$ cat config.mk
export PLATFORM = sky130hd
export DESIGN_NAME = range_partition_batcher_top
export DESIGN_NICKNAME = d
export VERILOG_FILES = /design/src/design/rpb_pkg.sv /design/src/design/range_partition_batcher_top.sv /design/src/design/rpb_div.sv
export SDC_FILE = /design/constraint.sdc
export NUM_CORES = 1
export LEC_CHECK = 0
export BUFFER_PORTS_ARGS = -buffer_cell sky130_fd_sc_hd__buf_2
export CORE_MARGIN = 5
export CORE_UTILIZATION = 55
export CTS_CLUSTER_SIZE = 40
export DETAILED_ROUTE_END_ITERATION = 12
export GPL_TIMING_DRIVEN = 1
export MAX_ROUTING_LAYER = met4
export PLACE_DENSITY = 0.72
export SLEW_MARGIN = 10
export SYNTH_ARGS = -nofsm -noshare
export SYNTH_HDL_FRONTEND = slang
export SYNTH_SLANG_ARGS = --single-unit
$ cat constraint.sdc
create_clock -name clk -period 12.3 [get_ports clk]
set_input_delay 1.845 -clock clk [delete_from_list [all_inputs] [get_ports clk]]
set_output_delay 1.845 -clock clk [all_outputs]
set_load 0.01 [all_outputs]
$ cat src/design/rpb_pkg.sv
`timescale 1ns / 1ps

package rpb_pkg;

  localparam int MAX_BUCKETS = 64;
  localparam int MAX_BATCH   = 1024;

  localparam int BKT_W  = $clog2(MAX_BUCKETS);
  localparam int FILL_W = $clog2(MAX_BATCH);
  localparam int CNT_W  = FILL_W + 1;
  localparam int KEY_W  = 16;
  localparam int WID_W  = KEY_W + 1;
  localparam int BCNT_W = BKT_W + 1;
  localparam int DCNT_W = $clog2(KEY_W + 1);

  localparam int CFG_ADDR_W = 4;
  localparam int CFG_DATA_W = 32;
  localparam int IN_DATA_W  = 16;
  localparam int OUT_DATA_W = 32;

  localparam logic [1:0] REG_BUCKET_WIDTH  = 2'd0;
  localparam logic [1:0] REG_BUCKET_COUNT  = 2'd1;
  localparam logic [1:0] REG_BATCH_RECORDS = 2'd2;

  localparam logic [WID_W-1:0]  RST_BUCKET_WIDTH  = WID_W'(65536);
  localparam logic [BCNT_W-1:0] RST_BUCKET_COUNT  = BCNT_W'(1);
  localparam logic [CNT_W-1:0]  RST_BATCH_RECORDS = CNT_W'(1000);

  localparam logic ACT_RECORD = 1'b0;
  localparam logic ACT_FLUSH  = 1'b1;

  typedef enum logic [2:0] {
    ST_IDLE,
    ST_DIV,
    ST_LOOKUP,
    ST_UPDATE,
    ST_SCAN,
    ST_SCAN_OUT
  } state_t;

endpackage

$ cat src/design/range_partition_batcher_top.sv
`timescale 1ns / 1ps
// record: the key is divided in the divide state, then one memory read and one update; the
// result is registered once the output is free, and the next record is taken back in idle
// end of data: empty buckets are stepped over, each non-empty one up to the last is sent,
// waiting on the output, and the block returns to idle before the next transfer
// reset: synchronous; registers return to width 65536, count 1, batch 1000, and the
// per-bucket nonzero flags clear at once so every fill reads as zero

module range_partition_batcher_top (
  input  logic                            clk,
  input  logic                            rst,
  // apb
  input  logic                            psel,
  input  logic                            penable,
  input  logic                            pwrite,
  input  logic [rpb_pkg::CFG_ADDR_W-1:0]  paddr,
  input  logic [rpb_pkg::CFG_DATA_W-1:0]  pwdata,
  output logic [rpb_pkg::CFG_DATA_W-1:0]  prdata,
  output logic                            pready,
  // input stream
  input  logic                            s_axis_tvalid,
  output logic                            s_axis_tready,
  input  logic [rpb_pkg::IN_DATA_W-1:0]   s_axis_tdata,   // key_high, key_low
  input  logic                            s_axis_tuser,   // action
  // output stream
  output logic                            m_axis_tvalid,
  input  logic                            m_axis_tready,
  output logic [rpb_pkg::OUT_DATA_W-1:0]  m_axis_tdata,   // bucket, slot, flush_count, pad
  output logic                            m_axis_tuser,   // flush
  output logic                            m_axis_tlast    // last
);
  import rpb_pkg::*;

  // configuration
  logic [WID_W-1:0]  bucket_width;
  logic [BCNT_W-1:0] bucket_count;
  logic [CNT_W-1:0]  batch_records;
  logic              cfg_write;

  logic [WID_W-1:0]  width_eff;
  logic [BCNT_W-1:0] count_eff;
  logic [BCNT_W-1:0] count_m1;
  logic [CNT_W-1:0]  batch_eff;

  // control
  state_t state;
  state_t state_next;

  logic             div_start;
  logic             div_busy;
  logic [KEY_W-1:0] quotient;
  logic [KEY_W-1:0] key;

  logic [BKT_W-1:0] cur_bucket;
  logic [BKT_W-1:0] bucket_sel;
  logic [BKT_W-1:0] mem_raddr;

  // fill memory and nonzero flags
  logic [FILL_W-1:0] fill_mem [MAX_BUCKETS];
  logic [FILL_W-1:0] rd_data;
  logic              mem_we;
  logic [MAX_BUCKETS-1:0] nz;
  logic [MAX_BUCKETS-1:0] upper_mask;
  logic              nz_set;
  logic              nz_clr;

  logic [FILL_W-1:0] fill_cur;
  logic [CNT_W-1:0]  fill_inc;
  logic              flush_hit;
  logic              scan_last;
  logic              cur_nz;
  logic              out_free;
  logic              out_load;
  logic              bucket_step;

  logic [FILL_W-1:0] res_slot;
  logic [CNT_W-1:0]  res_count;
  logic              res_flush;
  logic              res_last;

  logic [BKT_W-1:0]  out_bucket;
  logic [FILL_W-1:0] out_slot;
  logic [CNT_W-1:0]  out_count;

  // apb registers
  assign pready    = 1'b1;
  assign cfg_write = psel & penable & pwrite & pready;

  always_ff @(posedge clk) begin
    if (rst) begin
      bucket_width  <= RST_BUCKET_WIDTH;
      bucket_count  <= RST_BUCKET_COUNT;
      batch_records <= RST_BATCH_RECORDS;
    end else if (cfg_write) begin
      unique case (paddr[3:2])
        REG_BUCKET_WIDTH:  bucket_width  <= pwdata[WID_W-1:0];
        REG_BUCKET_COUNT:  bucket_count  <= pwdata[BCNT_W-1:0];
        REG_BATCH_RECORDS: batch_records <= pwdata[CNT_W-1:0];
        default: ;
      endcase
    end
  end

  always_comb begin
    unique case (paddr[3:2])
      REG_BUCKET_WIDTH:  prdata = CFG_DATA_W'(bucket_width);
      REG_BUCKET_COUNT:  prdata = CFG_DATA_W'(bucket_count);
      REG_BATCH_RECORDS: prdata = CFG_DATA_W'(batch_records);
      default:           prdata = '0;
    endcase
  end

  always_comb begin
    width_eff = (bucket_width == '0) ? WID_W'(1) : bucket_width;
    if (bucket_count == '0) begin
      count_eff = BCNT_W'(1);
    end else if (bucket_count > BCNT_W'(MAX_BUCKETS)) begin
      count_eff = BCNT_W'(MAX_BUCKETS);
    end else begin
      count_eff = bucket_count;
    end
    count_m1 = count_eff - BCNT_W'(1);
    if (batch_records == '0) begin
      batch_eff = CNT_W'(1);
    end else if (batch_records > CNT_W'(MAX_BATCH)) begin
      batch_eff = CNT_W'(MAX_BATCH);
    end else begin
      batch_eff = batch_records;
    end
  end

  rpb_div u_div (
    .clk      (clk),
    .rst      (rst),
    .start    (div_start),
    .dividend (key),
    .divisor  (width_eff),
    .busy     (div_busy),
    .quotient (quotient)
  );

  assign key = {s_axis_tdata[7:0], s_axis_tdata[15:8]};

  // clamp to the last bucket in use
  assign bucket_sel = (quotient >= KEY_W'(count_eff)) ? count_m1[BKT_W-1:0]
                                                      : quotient[BKT_W-1:0];

  assign mem_raddr = (state == ST_LOOKUP) ? bucket_sel : cur_bucket;

  always_ff @(posedge clk) begin
    rd_data <= fill_mem[mem_raddr];
    if (mem_we) begin
      fill_mem[cur_bucket] <= fill_inc[FILL_W-1:0];
    end
  end

  assign cur_nz     = nz[cur_bucket];
  assign fill_cur   = cur_nz ? rd_data : '0;
  assign fill_inc   = {1'b0, fill_cur} + CNT_W'(1);
  assign flush_hit  = fill_inc >= batch_eff;
  assign upper_mask = ~((MAX_BUCKETS'(2) << cur_bucket) - MAX_BUCKETS'(1));
  assign scan_last  = (nz & upper_mask) == '0;
  assign out_free   = ~m_axis_tvalid | m_axis_tready;

  // next state
  always_comb begin
    state_next = state;
    unique case (state)
      ST_IDLE: begin
        if (s_axis_tvalid) begin
          state_next = (s_axis_tuser == ACT_FLUSH) ? ST_SCAN : ST_DIV;
        end
      end
      ST_DIV: begin
        if (!div_busy) begin
          state_next = ST_LOOKUP;
        end
      end
      ST_LOOKUP: state_next = ST_UPDATE;
      ST_UPDATE: begin
        if (out_free) begin
          state_next = ST_IDLE;
        end
      end
      ST_SCAN: begin
        if (cur_nz) begin
          state_next = ST_SCAN_OUT;
        end else if (cur_bucket == BKT_W'(MAX_BUCKETS - 1)) begin
          state_next = ST_IDLE;
        end
      end
      ST_SCAN_OUT: begin
        if (out_free && scan_last) begin
          state_next = ST_IDLE;
        end else if (out_free) begin
          state_next = ST_SCAN;
        end
      end
      default: state_next = ST_IDLE;
    endcase
  end

  // control outputs
  always_comb begin
    s_axis_tready = 1'b0;
    div_start     = 1'b0;
    out_load      = 1'b0;
    mem_we        = 1'b0;
    nz_set        = 1'b0;
    nz_clr        = 1'b0;
    bucket_step   = 1'b0;
    res_slot      = fill_cur;
    res_count     = flush_hit ? fill_inc : '0;
    res_flush     = flush_hit;
    res_last      = 1'b1;
    unique case (state)
      ST_IDLE: begin
        s_axis_tready = ~rst;
        div_start     = s_axis_tvalid & (s_axis_tuser == ACT_RECORD);
      end
      ST_UPDATE: begin
        out_load = out_free;
        mem_we   = out_free & ~flush_hit;
        nz_set   = out_free & ~flush_hit;
        nz_clr   = out_free & flush_hit;
      end
      ST_SCAN: begin
        bucket_step = ~cur_nz;
      end
      ST_SCAN_OUT: begin
        res_slot    = '0;
        res_count   = {1'b0, rd_data};
        res_flush   = 1'b1;
        res_last    = scan_last;
        out_load    = out_free;
        nz_clr      = out_free;
        bucket_step = out_free;
      end
      default: ;
    endcase
  end

  always_ff @(posedge clk) begin
    if (rst) begin
      state <= ST_IDLE;
      nz    <= '0;
    end else begin
      state <= state_next;
      if (nz_set) begin
        nz[cur_bucket] <= 1'b1;
      end else if (nz_clr) begin
        nz[cur_bucket] <= 1'b0;
      end
    end
  end

  always_ff @(posedge clk) begin
    if (state == ST_IDLE) begin
      cur_bucket <= '0;
    end else if (state == ST_LOOKUP) begin
      cur_bucket <= bucket_sel;
    end else if (bucket_step) begin
      cur_bucket <= cur_bucket + BKT_W'(1);
    end
  end

  // output register
  always_ff @(posedge clk) begin
    if (rst) begin
      m_axis_tvalid <= 1'b0;
    end else if (out_load) begin
      m_axis_tvalid <= 1'b1;
    end else if (m_axis_tready) begin
      m_axis_tvalid <= 1'b0;
    end
  end

  always_ff @(posedge clk) begin
    if (out_load) begin
      out_bucket   <= cur_bucket;
      out_slot     <= res_slot;
      out_count    <= res_count;
      m_axis_tuser <= res_flush;
      m_axis_tlast <= res_last;
    end
  end

  assign m_axis_tdata = {{(OUT_DATA_W - BKT_W - FILL_W - CNT_W){1'b0}},
                         out_count, out_slot, out_bucket};

endmodule

$ cat src/design/rpb_div.sv
`timescale 1ns / 1ps

module rpb_div (
  input  logic                       clk,
  input  logic                       rst,
  input  logic                       start,
  input  logic [rpb_pkg::KEY_W-1:0]  dividend,
  input  logic [rpb_pkg::WID_W-1:0]  divisor,
  output logic                       busy,
  output logic [rpb_pkg::KEY_W-1:0]  quotient
);
  import rpb_pkg::*;

  logic [KEY_W-1:0]  rem;
  logic [DCNT_W-1:0] cnt;
  logic [WID_W-1:0]  shifted;
  logic              fits;

  // one quotient bit per cycle, restoring
  assign shifted = {rem, quotient[KEY_W-1]};
  assign fits    = shifted >= divisor;

  always_ff @(posedge clk) begin
    if (rst) begin
      busy <= 1'b0;
      cnt  <= '0;
    end else if (start) begin
      busy <= 1'b1;
      cnt  <= DCNT_W'(KEY_W);
    end else if (busy) begin
      cnt <= cnt - DCNT_W'(1);
      if (cnt == DCNT_W'(1)) begin
        busy <= 1'b0;
      end
    end
  end

  always_ff @(posedge clk) begin
    if (start) begin
      rem      <= '0;
      quotient <= dividend;
    end else if (busy) begin
      if (fits) begin
        rem <= KEY_W'(shifted - divisor);
      end else begin
        rem <= shifted[KEY_W-1:0];
      end
      quotient <= {quotient[KEY_W-2:0], fits};
    end
  end

endmodule

==> results.sh <==
export IMPL_status="finished, final reports clean"
export IMPL_hp_start="bucket_width[15]"
export IMPL_track_usage=0.292
export IMPL_drc=0
export IMPL_cp_start_kind="flip-flop"
export IMPL_powerDensity_nw_per_um2=167
export IMPL_r2r_slack_ns=3.65
export IMPL_fillCellCount=5284
export IMPL_cts_buffers=82
export IMPL_yosys_area_share_adder=0.0159
export IMPL_drv_cap=0
export IMPL_antenna_found_initial=2
export IMPL_rsz0062_at_grt="no"
export IMPL_required_ns=12.55
export IMPL_min_period_ns=8.65
export IMPL_met2_usage=0.454
export IMPL_area_delta_synth_final_pct=9.55
export IMPL_final_cell_mix="694 x nand2_1, 685 x edfxtp_1, 293 x a21oi_1, 182 x nor2_1, 163 x a32oi_1"
export IMPL_peakVddDrop_uv=155
export IMPL_cts_resized=0
export IMPL_grt_ovfl_total=0
export IMPL_ys_seq_area_frac=0.623
export IMPL_critPathMaxFanout=72
export IMPL_clock_path_buffers=3
export IMPL_drt_iter0_markers=3322
export IMPL_grt_max_degree=180
export IMPL_p_leak_uw=0.0136
export IMPL_hold_ws_ns=0.474
export IMPL_grt_first_pass_wirelength_um=163000
export IMPL_cts_sinks=826
export IMPL_cp_cell_sequence="buf_4 > mux2_2 > a221oi_1 > o22ai_1 > a22o_1 > nor4b_4 > buf_4 > nand2b_2 > inv_1 > ha_2 > nand3_1 > xor2_1 > nor2_4 > buf_4 > ha_1 > nor2b_1 > o21ai_0 > a21oi_1 > a2111oi_2 > buf_4 > nand3_1 > nor2_1"
export IMPL_max_freq_ghz=0.116
export IMPL_fin_crit_sh=0.703
export IMPL_ys_ff_latch=826
export IMPL_timing_rr_start="cur_bucket[2]"
export IMPL_relSlewSlack=0.143
export IMPL_rr_endpoint="fill_mem[46][0]"
export IMPL_gp_congestion=0.990
export IMPL_synthArstFlopShare=0
export IMPL_max_stage_delay_ns=1.10
export IMPL_ys_types=105
export IMPL_slew_viol_final=0
export IMPL_initial_core_util=0.557
export IMPL_cts_tree="done"
export IMPL_holdPathEnd="bucket_width[15]"
export IMPL_met1_usage=0.379
export IMPL_synthXorXnorAreaFrac=0.0124
export IMPL_dieHeight_um=271
export IMPL_clock_latency_ns=0.65
export IMPL_synthSimpleGateAreaFrac=0.143
export IMPL_hold_depth=2
export IMPL_max_slew_worst_pin_slew_ns=1.28
export IMPL_cts_max_level=3
export IMPL_finalHoldViolCount=0
export IMPL_min_path_type="flip-flop to flip-flop"
export IMPL_fin_skew_ns=0.0481
export IMPL_synth_compound_area_frac=0.149
export IMPL_synth_ff_type="edfxtp_1"
export IMPL_grt_busiest_layer="met2"
export IMPL_io_pins=129
export IMPL_cp_top_family="simple AND/OR/NAND/NOR gates"
export IMPL_ant_nets=0
export IMPL_route_vias_total=27819
export IMPL_gr_usage_met3=0.0494
export IMPL_avgSynthCellArea_um2=11.1
export IMPL_synth_cells=3380
export IMPL_reg2reg_depth=22
export IMPL_power_uw=6860
export IMPL_slowest_stage="nor2_1"
export IMPL_clkTransAtPathRegs_ns=0.06
export IMPL_core_area_um2=67400
export IMPL_syn_area_um2=37500
export IMPL_io_buffers=90
export IMPL_fin_tns_setup_ns=0
export IMPL_post_dp_hpwl_um=68600
export IMPL_rows=95
export IMPL_arrival_ns=8.91
export IMPL_post_drt_wl_per_cell_um=25.0
export IMPL_synth_top_family_by_area="compound AO/OA/AOI/OAI gates"
export IMPL_drive_gt1_frac=0.0981
export IMPL_dieWidth_um=271
export IMPL_end_kind="flip-flop"
export IMPL_final_common_cell="nand2_1"
export IMPL_grt_pass1_vias=26826
export IMPL_cts_hold_repair_buffers=0
export IMPL_setup_viol=0
export IMPL_die_area_um2=73600
export IMPL_synth_mux_area_frac=0.0205
export IMPL_path_class="flip-flop to flip-flop"
export IMPL_ys_warn_count=0
export IMPL_cts_root_buf="clkbuf_16"
export IMPL_crit_buf_inv=5
export IMPL_cp_common_cell="buf_4"
export IMPL_nets=3468
export IMPL_routed_wl_um=108000
export IMPL_synth_edf_count=685
export IMPL_via_per_inst=6.47
export IMPL_cts_setup_buffers=0
export IMPL_drtPass1Iterations=7
final cells by class:
cell class	instances	area, um^2	area share
multi-input cells	2254	13000	0.316
inverters	54	203	0.00493
well taps	873	1090	0.0266
flip-flops and latches	826	23400	0.569
clock buffers	100	2180	0.0531
clock inverters	47	413	0.0100
diodes	1	2.50	0.0000608
repair buffers	143	863	0.0210
worst max-delay path by stage:
stage / end / slack [ns] / from / depth (start not counted)
6_report: fill_mem[46][0] / 3.65 / cur_bucket[2] / 22
5_1_grt: fill_mem[46][2] / 3.22 / cur_bucket[2] / 23
4_1_cts: fill_mem[46][0] / 3.76 / cur_bucket[2] / 22
3_5_place_dp: fill_mem[6][5] / 3.80 / cur_bucket[2] / 22
3_3_place_gp: fill_mem[46][5] / 3.81 / cur_bucket[2] / 22
2_1_floorplan: fill_mem[17][0] / 3.07 / cur_bucket[2] / 23
power by group:
group          internal (uW)  total (uW)  switching [uW]
clock                   1360        2430            1070
combinational            437        1260             819
sequential              3110        3180            73.3
routing by layer:
layer | share of wire | wire (um)
met1 | 0.39 | 42100
met2 | 0.47 | 50400
met3 | 0.086 | 9290
met4 | 0.053 | 5730
met5 | 0 | 0
registers in the layout, summed over array words and instances (netlist names), 3 cells and up, named ones only:
signal / flops
batch_records: 11
bucket_count: 7
bucket_width: 17
cur_bucket: 6
fill_mem: 640
out_bucket: 6
out_count: 11
out_slot: 10
rd_data: 10
state: 3
u_div.cnt: 5
u_div.quotient: 16
u_div.rem: 16
metrics by stage:
step,util,worst slack (ns),instances,area (um^2)
2_1_floorplan,-,3.07,3399,37600
3_3_place_gp,0.572,3.81,4150,38500
3_5_place_dp,0.572,3.80,4150,38500
4_1_cts,0.610,3.76,4297,41100
5_1_grt,0.610,3.22,4298,41100
6_report,0.610,3.65,4298,41100
worst min-delay path: cells and delay by family, from the launching register on:
family / cells / cell delay, ns
and+or+nand+nor: 1 / 0.06
AOI/OAI and AO/OA: 1 / 0.05
DFF: 1 / 0.32
synthesized netlist by cell type, drive strengths merged, types with 10 or more instances:
cell | number | area [um^2]
or3 | 12 | 90.1
nor4 | 36 | 270
and2 | 15 | 96.3
nand3 | 109 | 546
mux2 | 18 | 203
o211ai | 14 | 105
inv | 52 | 195
a32oi | 163 | 1430
xnor2 | 42 | 368
nor3 | 46 | 246
clkbuf | 201 | 758
nor2b | 25 | 156
nand4 | 20 | 140
o21ai | 141 | 706
o22ai | 91 | 569
xor2 | 11 | 96.3
a22oi | 10 | 80.1
nor2 | 191 | 727
edfxtp | 685 | 20600
dfxtp | 141 | 2820
nand2b | 16 | 100
ha | 46 | 576
a21oi | 295 | 1490
buf | 64 | 403
a211o | 13 | 114
a221oi | 17 | 155
nand2 | 697 | 2630
mux2i | 52 | 521
cell families after synthesis:
logic type,count (synthesis)
muxes,72
AOI/OAI and AO/OA,852
adders and majority gates,47
and+or+nand+nor,1209
other,2
DFF,826
buffers and inverters,319
xor gates and xnor gates,53
Power figures use the tool's default switching activity.
